==> config.mk <==
export PLATFORM = sky130hd
export DESIGN_NAME = fixed_block_pool_allocator
export DESIGN_NICKNAME = d
export VERILOG_FILES = /design/src/hw/rtl/fbpa_pkg.sv /design/src/hw/rtl/fixed_block_pool_allocator.sv /design/src/hw/rtl/fbpa_ctrl.sv /design/src/hw/rtl/fbpa_dp.sv
export SDC_FILE = /design/constraint.sdc
export NUM_CORES = 1
export LEC_CHECK = 0
export BUFFER_PORTS_ARGS = -buffer_cell sky130_fd_sc_hd__buf_2
export CAP_MARGIN = 5
export CORE_MARGIN = 2
export CORE_UTILIZATION = 50
export CTS_CLUSTER_DIAMETER = 150
export DETAILED_ROUTE_END_ITERATION = 10
export GPL_ROUTABILITY_DRIVEN = 0
export GPL_TIMING_DRIVEN = 0
export PLACE_DENSITY = 0.66
export SETUP_SLACK_MARGIN = 0.15
export SYNTH_ARGS = -nofsm -noshare
export SYNTH_HDL_FRONTEND = slang
export SYNTH_SLANG_ARGS = --single-unit
==> constraint.sdc <==
create_clock -name clk -period 3.1 [get_ports clk]
set_input_delay 0.31 -clock clk [delete_from_list [all_inputs] [get_ports clk]]
set_output_delay 0.31 -clock clk [all_outputs]
set_load 0.02 [all_outputs]
==> src/hw/rtl/fbpa_pkg.sv <==
// Shared types and constants for the fixed-size block pool allocator.
package fbpa_pkg;

	// Pool size and derived widths
	localparam int NUM_BLOCKS = 32;
	localparam int IDX_W      = (NUM_BLOCKS > 1) ? $clog2(NUM_BLOCKS) : 1;
	localparam int CNT_W      = $clog2(NUM_BLOCKS + 1);

	// Fixed port field widths
	localparam int REQ_IDX_W  = 6;
	localparam int RSP_IDX_W  = 5;
	localparam int STATUS_W   = 2;
	localparam int S_DATA_W   = 8;
	localparam int M_DATA_W   = 8;

	// Operation codes carried in s_tuser
	typedef enum logic {
		FUNC_ALLOC = 1'b0,
		FUNC_FREE  = 1'b1
	} func_t;

	// Result status codes
	typedef enum logic [STATUS_W-1:0] {
		STAT_OK        = 2'd0,
		STAT_EXHAUSTED = 2'd1,
		STAT_OUTSIDE   = 2'd2,
		STAT_DOUBLE    = 2'd3
	} status_t;

	// Controller states
	typedef enum logic {
		S_IDLE = 1'b0,
		S_LINK = 1'b1
	} state_t;

	// Controller to datapath commands
	typedef struct packed {
		logic accept;     // item taken this cycle, apply checks and updates
		logic link_load;  // load the new list head from the link read
	} dp_cmd_t;

	// Datapath to controller status
	typedef struct packed {
		logic pop_go;     // pending item is an allocate that will pop the list
	} dp_sts_t;

endpackage

==> src/hw/rtl/fixed_block_pool_allocator.sv <==
// Top level of the fixed-size block pool allocator: controller plus datapath.
//
//  channel   dir  fields (lowest bit first)
//  s_*       in   tuser: func; tdata: block_index[5:0], pad[7:6]
//  m_*       out  tdata: alloc_index[4:0], status[6:5], pad[7]
//
// A free and an allocate on an empty list finish when taken; an allocate that pops
// the list then enters the link state to load the new head from the link read.
// Results sit in an output register; a new item is taken while one waits if
// m_tready takes it in the same cycle.
// Reset gives a full list in ascending order with no clearing pass: links of
// blocks never handed out are implied by a fill pointer.
module fixed_block_pool_allocator (
	input  logic                          clk,
	input  logic                          arst_n,
	input  logic                          s_tvalid,
	output logic                          s_tready,
	input  logic [fbpa_pkg::S_DATA_W-1:0] s_tdata,  // block_index[5:0], zero[7:6]
	input  logic                          s_tuser,  // func
	output logic                          m_tvalid,
	input  logic                          m_tready,
	output logic [fbpa_pkg::M_DATA_W-1:0] m_tdata   // alloc_index[4:0], status[6:5], zero[7]
);
	import fbpa_pkg::*;

	dp_cmd_t              cmd;
	dp_sts_t              sts;
	logic [RSP_IDX_W-1:0] alloc_index;
	logic [STATUS_W-1:0]  status;

	fbpa_ctrl u_ctrl (
		.clk      (clk),
		.arst_n   (arst_n),
		.s_tvalid (s_tvalid),
		.s_tready (s_tready),
		.m_tvalid (m_tvalid),
		.m_tready (m_tready),
		.sts      (sts),
		.cmd      (cmd)
	);

	fbpa_dp u_dp (
		.clk         (clk),
		.arst_n      (arst_n),
		.func        (s_tuser),
		.block_index (s_tdata[REQ_IDX_W-1:0]),
		.cmd         (cmd),
		.sts         (sts),
		.alloc_index (alloc_index),
		.status      (status)
	);

	// Pack the result
	assign m_tdata = M_DATA_W'({status, alloc_index});

endmodule

==> src/hw/rtl/fbpa_ctrl.sv <==
// Controller state machine and output valid for the block pool allocator.
module fbpa_ctrl (
	input  logic              clk,
	input  logic              arst_n,
	input  logic              s_tvalid,
	output logic              s_tready,
	output logic              m_tvalid,
	input  logic              m_tready,
	input  fbpa_pkg::dp_sts_t sts,
	output fbpa_pkg::dp_cmd_t cmd
);
	import fbpa_pkg::*;

	state_t state_q;
	state_t state_d;
	logic   m_tvalid_q;
	logic   take;

	// State register
	always_ff @(posedge clk or negedge arst_n) begin
		if (!arst_n) begin
			state_q <= S_IDLE;
		end else begin
			state_q <= state_d;
		end
	end

	// Next state and commands
	always_comb begin
		state_d       = state_q;
		s_tready      = 1'b0;
		cmd.accept    = 1'b0;
		cmd.link_load = 1'b0;
		unique case (state_q)
			S_IDLE: begin
				s_tready   = !m_tvalid_q || m_tready;
				cmd.accept = s_tvalid && s_tready;
				if (cmd.accept && sts.pop_go) begin
					state_d = S_LINK;
				end
			end
			S_LINK: begin
				cmd.link_load = 1'b1;
				state_d       = S_IDLE;
			end
			default: begin
				state_d = S_IDLE;
			end
		endcase
	end

	// Output valid: set when an item is taken, cleared when the result leaves
	assign take = cmd.accept;

	always_ff @(posedge clk or negedge arst_n) begin
		if (!arst_n) begin
			m_tvalid_q <= 1'b0;
		end else if (take) begin
			m_tvalid_q <= 1'b1;
		end else if (m_tready) begin
			m_tvalid_q <= 1'b0;
		end
	end

	assign m_tvalid = m_tvalid_q;

`ifndef SYNTHESIS
	// A head update always follows a popping allocate in the next cycle
	a_link_after_pop: assert property (@(posedge clk) disable iff (!arst_n)
		cmd.accept && sts.pop_go |=> cmd.link_load)
		else $error("link load missing after pop");

	// No item is taken while the head update is pending
	a_no_accept_in_link: assert property (@(posedge clk) disable iff (!arst_n)
		cmd.link_load |-> !cmd.accept)
		else $error("item accepted during link load");

	// A taken item always produces a waiting result
	a_result_after_accept: assert property (@(posedge clk) disable iff (!arst_n)
		cmd.accept |=> m_tvalid)
		else $error("no result after accept");
`endif

endmodule

==> src/hw/rtl/fbpa_dp.sv <==
// Datapath: free list head, link memory, allocated marks and result register.
module fbpa_dp (
	input  logic                           clk,
	input  logic                           arst_n,
	input  logic                           func,
	input  logic [fbpa_pkg::REQ_IDX_W-1:0] block_index,
	input  fbpa_pkg::dp_cmd_t              cmd,
	output fbpa_pkg::dp_sts_t              sts,
	output logic [fbpa_pkg::RSP_IDX_W-1:0] alloc_index,
	output logic [fbpa_pkg::STATUS_W-1:0]  status
);
	import fbpa_pkg::*;

	// List state
	logic [IDX_W-1:0]      head_q;
	logic                  nonempty_q;
	logic [CNT_W-1:0]      count_q;
	logic [CNT_W-1:0]      fresh_q;      // blocks below this were handed out at least once
	logic [NUM_BLOCKS-1:0] mark_q;

	// Link memory and its read path
	logic [IDX_W-1:0]      link_mem [NUM_BLOCKS];
	logic [IDX_W-1:0]      link_rd_q;
	logic                  link_fresh_q;
	logic [IDX_W-1:0]      link_inc_q;

	// Result register
	logic [RSP_IDX_W-1:0]  out_index_q;
	status_t               out_status_q;

	logic [IDX_W-1:0]      idx;
	logic                  outside;
	logic                  pop_go;
	logic                  push_go;
	logic                  head_fresh;
	logic [IDX_W-1:0]      head_inc;
	status_t               stat;

	// Request checks
	always_comb begin
		idx        = IDX_W'(block_index);
		outside    = 32'(block_index) >= 32'(NUM_BLOCKS);
		pop_go     = (func == FUNC_ALLOC) && nonempty_q;
		push_go    = (func == FUNC_FREE) && !outside && mark_q[idx];
		head_fresh = CNT_W'(head_q) == fresh_q;
		head_inc   = (head_q == IDX_W'(NUM_BLOCKS - 1)) ? '0 : head_q + 1'b1;
		if (func == FUNC_ALLOC) begin
			stat = nonempty_q ? STAT_OK : STAT_EXHAUSTED;
		end else if (outside) begin
			stat = STAT_OUTSIDE;
		end else if (!mark_q[idx]) begin
			stat = STAT_DOUBLE;
		end else begin
			stat = STAT_OK;
		end
	end

	assign sts.pop_go = pop_go;

	// Head, counts and marks
	always_ff @(posedge clk or negedge arst_n) begin
		if (!arst_n) begin
			head_q     <= '0;
			nonempty_q <= 1'b1;
			count_q    <= CNT_W'(NUM_BLOCKS);
			fresh_q    <= '0;
			mark_q     <= '0;
		end else if (cmd.accept) begin
			if (pop_go) begin
				mark_q[head_q] <= 1'b1;
				count_q        <= count_q - 1'b1;
				nonempty_q     <= count_q != CNT_W'(1);
				if (head_fresh) begin
					fresh_q <= fresh_q + 1'b1;
				end
			end
			if (push_go) begin
				mark_q[idx] <= 1'b0;
				count_q     <= count_q + 1'b1;
				nonempty_q  <= 1'b1;
				head_q      <= idx;
			end
		end else if (cmd.link_load) begin
			// Untouched blocks link to the next index
			head_q <= link_fresh_q ? link_inc_q : link_rd_q;
		end
	end

	// Link memory: write on push, registered read at the head
	always_ff @(posedge clk) begin
		if (cmd.accept && push_go) begin
			link_mem[idx] <= head_q;
		end
		link_rd_q    <= link_mem[head_q];
		link_fresh_q <= head_fresh;
		link_inc_q   <= head_inc;
	end

	// Result capture
	always_ff @(posedge clk) begin
		if (cmd.accept) begin
			out_index_q  <= pop_go ? RSP_IDX_W'(head_q) : '0;
			out_status_q <= stat;
		end
	end

	assign alloc_index = out_index_q;
	assign status      = out_status_q;

`ifndef SYNTHESIS
	// Every block is either free or marked allocated
	a_count_marks: assert property (@(posedge clk) disable iff (!arst_n)
		$countones(mark_q) + int'(count_q) == NUM_BLOCKS)
		else $error("free count and marks disagree");

	// List flag tracks the free count
	a_nonempty: assert property (@(posedge clk) disable iff (!arst_n)
		nonempty_q == (count_q != '0))
		else $error("nonempty flag out of step with count");

	// A successful free clears that block's mark
	a_push_clears: assert property (@(posedge clk) disable iff (!arst_n)
		cmd.accept && push_go |=> !mark_q[$past(idx)])
		else $error("freed block still marked");

	// Fresh pointer never passes the pool
	a_fresh_range: assert property (@(posedge clk) disable iff (!arst_n)
		int'(fresh_q) <= NUM_BLOCKS)
		else $error("fresh pointer out of range");
`endif

endmodule
==> impl_metrics.env <==
export IMPL_clk_pin_slew_worst_paths_ns=0.06
export IMPL_synthTopCellsByArea="edfxtp_1, dfrtp_1, mux4_2"
export IMPL_power_switching_w=0.002893
export IMPL_rows=50
export IMPL_synthAdderAreaFrac_pct=1.159
export IMPL_yosys_area_share_simple_pct=8.050
export IMPL_p_seq_share_pct=47.0
export IMPL_p_clk_share_pct=28.3
export IMPL_grt_overflow=0
export IMPL_cts_max_path_buffers=3
export IMPL_p_int_w=0.006497
export IMPL_reg2reg_setup_slack_ns=0.26
export IMPL_peakVddDrop_mv=0.4270
export IMPL_insertion_delay_ns=0.51
export IMPL_diodes=0
export IMPL_drv_slew=0
export IMPL_syn_area_um2=9714
export IMPL_wl_mm=22.34
export IMPL_grt_pass1_wl_mm=34.51
export IMPL_hold_violations=0
export IMPL_initial_utilization_pct=51.42
export IMPL_synth_compound_area_share_pct=8.037
export IMPL_max_stage_delay_ns=0.66
export IMPL_total_power_w=0.009390
export IMPL_fin_nets=697
export IMPL_antenna_found_initial=0
export IMPL_drt_pass1_iter_count=5
export IMPL_synth_seq_cells=230
export IMPL_fp_dieArea_um2=20560
export IMPL_ctsHtreeMaxLevel=1
export IMPL_cts_root_buf="clkbuf_16"
export IMPL_min_period_ns=2.844
export IMPL_cp_arrival_ns=3.20
export IMPL_r2r_cells=5
export IMPL_swShare_pct=30.81
export IMPL_first_iter_violations=501
export IMPL_numCtsBuffers=24
export IMPL_outcome="complete, no violations"
export IMPL_yosys_warnings=0
export IMPL_dp_cells=908
export IMPL_cts_hold_fix_buffers=0
export IMPL_setup_viol=0
export IMPL_synth_seq_area_share_pct=67.31
export IMPL_ant_nets=0
export IMPL_cp_required_ns=3.46
export IMPL_io_buffer_count=16
export IMPL_wire_per_inst_um=23.44
export IMPL_drc=0
export IMPL_die_x_um=143.4
export IMPL_cts_sinks=230
export IMPL_layout_drive_gt1_share_pct=20.49
export IMPL_finalNonFillerCells=953
export IMPL_grt_use_total_pct=22.32
export IMPL_combPwrFrac_pct=24.7
export IMPL_crit_path_end_kind="flop"
export IMPL_mostFrequentLayoutCell="edfxtp_1"
export IMPL_worstSetupStartpointType="flop"
export IMPL_crit_path_max_fanout=35
export IMPL_cp_slowest_cell="dfrtp_4"
export IMPL_syn_area_per_cell_um2=15.37
export IMPL_hold_class="input port to async pin"
export IMPL_worstReg2RegEnd="u_dp.link_rd_q[2]"
export IMPL_viasPerCell=6.226
export IMPL_vias=5933
export IMPL_boundaryPins=23
export IMPL_synth_flop_cell="edfxtp_1"
export IMPL_cap_violations=0
export IMPL_yosysTopAreaCell="edfxtp_1"
export IMPL_crit_path_end="u_dp.link_rd_q[2]"
export IMPL_grt_start_max_net_pins=53
export IMPL_crit_path_start="u_dp.head_q[1]"
export IMPL_die_y_um=143.4
export IMPL_post_cts_buffers=0
export IMPL_synth_top_area_share_pct=51.62
export IMPL_core_area_um2=18890
export IMPL_nFillCells=1482
export IMPL_path_cells="clkbuf_1 > clkbuf_1 > mux4_2 > a22oi_1 > nand4_1"
export IMPL_async_flop_share_pct=22.61
export IMPL_yosysUniqueCellTypes=53
export IMPL_r2r_start="u_dp.head_q[1]"
export IMPL_leakage_nw=3.808
export IMPL_max_slew_margin_pct=19.91
export IMPL_crit_type="flop to flop"
export IMPL_synth_xor_area_share_pct=1.262
export IMPL_tritoncts="yes"
export IMPL_synth_edf_count=167
export IMPL_crit_path_frequent_cell="clkbuf_1"
export IMPL_grt_pass1_vias=6043
export IMPL_period_share_pct=91.74
export IMPL_synth_top_family_by_area="multiplexers"
export IMPL_syn_nets=654
export IMPL_grt_setup_unrepaired="yes"
export IMPL_hpwl_mm=14.83
export IMPL_syn_inst=632
export IMPL_worst_slew_pin_slew_ns=1.192
export IMPL_power_density_nw_per_um2=858.1
export IMPL_fin_worst_skew_ns=0.01641
export IMPL_synthMuxAreaShare_pct=11.58
export IMPL_fmax_mhz=351.6
export IMPL_area_delta_synth_final_pct=12.65
export IMPL_layout_common_cells="edfxtp_1, dfrtp_1, mux4_2"
[how the worst min path moves through the flow]
stage,cells past startpoint,startpoint,endpoint,slack (ns)
2_1_floorplan,0,arst_n,u_ctrl.m_tvalid,0.01
3_3_place_gp,1,u_dp.fresh_q[5],u_dp.fresh_q[5],0.45
3_5_place_dp,1,u_dp.fresh_q[5],u_dp.fresh_q[5],0.46
4_1_cts,1,arst_n,u_dp.count_q[3],0.08
5_1_grt,1,arst_n,u_dp.mark_q[31],0.13
6_report,1,arst_n,u_dp.mark_q[23],0.05
[worst max-delay path: cells and delay by family (launching register included)]
family	cells	cell delay, ns
multiplexers	1	0.43
buffers and inverters	2	1.07
AND/OR/NAND/NOR	1	0.19
AO/OA/AOI/OAI	1	0.33
flip-flops	1	0.66
[cell families (layout without fill, tap and decap cells)]
family | Yosys count | count (layout)
other | 1 | 1
AND/OR/NAND/NOR | 147 | 147
AO/OA/AOI/OAI | 115 | 115
adder cells (fa/ha/maj) | 9 | 9
buffers and inverters | 55 | 116
XOR/XNOR | 14 | 14
flip-flops | 230 | 230
multiplexers | 61 | 61
[flip-flops by register name, summed over array words and instances (netlist names)]
| signal | cells |
|---|---|
| u_dp.head_q | 5 |
| u_dp.mark_q | 32 |
| u_dp.link_inc_q | 5 |
| u_dp.link_mem | 160 |
| u_dp.link_rd_q | 5 |
| u_dp.alloc_index | 5 |
| u_dp.link_fresh_q | 1 |
| u_dp.fresh_q | 6 |
| u_ctrl.state_q | 1 |
| u_dp.count_q | 6 |
| u_dp.status | 2 |
| u_dp.nonempty_q | 1 |
| u_ctrl.m_tvalid | 1 |
[repair_timing]
action                                  CTS  global route
endpoints found under the setup margin   36            88
hold endpoints to repair                  0             0
resized for setup                         8            10
[metrics by stage]
step                      util, %  hold slack (ns)  worst slack (ns)  area (um^2)  setup TNS (ns)
after floorplan                 -          0.01441            0.5919         9714               0
after global placement      53.56           0.4478           -0.2930        10120          -5.305
after detailed placement    53.56           0.4613           -0.4607        10120          -11.58
after CTS                   57.56          0.07938            0.1784        10870               0
after global routing        57.92           0.1345           0.09395        10940               0
final                       57.92          0.05464            0.2560        10940               0
[power by group through the flow]
stage / Clock (W) / Combinational [W] / Sequential [W]
floorplan: 0 / 0.00158 / 0.00431
global placement: 0 / 0.00214 / 0.00448
detailed placement: 0 / 0.00219 / 0.00453
CTS: 0.00270 / 0.00221 / 0.00447
global route: 0.00283 / 0.00252 / 0.00448
finish: 0.00266 / 0.00232 / 0.00441
[final cells by class]
class / count / area (um^2) / share of cell area, %
Multi-Input combinational cell: 347 / 2977 / 27.20
Clock buffer: 38 / 701.9 / 6.414
Inverter: 13 / 48.80 / 0.4459
Buffer: 42 / 202.7 / 1.852
Tap cell: 260 / 325.3 / 2.973
Sequential cell: 230 / 6549 / 59.84
Clock inverter: 6 / 31.28 / 0.2858
Timing Repair Buffer: 17 / 107.6 / 0.9833
[routing by layer]
| layer | vias to the layer above | wire length [um] | global-route usage [%] |
|---|---|---|---|
| li1 | 2589 | - | - |
| met1 | 3055 | 9135 | 29.61 |
| met2 | 232 | 10950 | 36.84 |
| met3 | 57 | 1420 | 4.499 |
| met4 | 0 | 829 | 8.256 |
| met5 | - | 0 | 0 |
[cells in the mapped netlist (all sizes together), types with 2 or more instances]
cell type	number
or2	3
or3b	4
nand4	7
a221oi	2
nor4	2
and3	10
nand3b	6
buf	29
nor3	43
nor2b	4
xor2	3
edfxtp	167
nand3	16
mux4	41
clkbuf	13
dfxtp	11
a31oi	34
dfstp	2
nor3b	3
mux2i	19
nand2	20
o311a	3
xnor2	11
a22oi	21
o22ai	4
inv	12
nor2	18
dfrtp	50
and2	6
o221ai	5
ha	9
or3	2
a21oi	37
a32oi	3
Note: power is estimated with default switching activity, not from simulation.
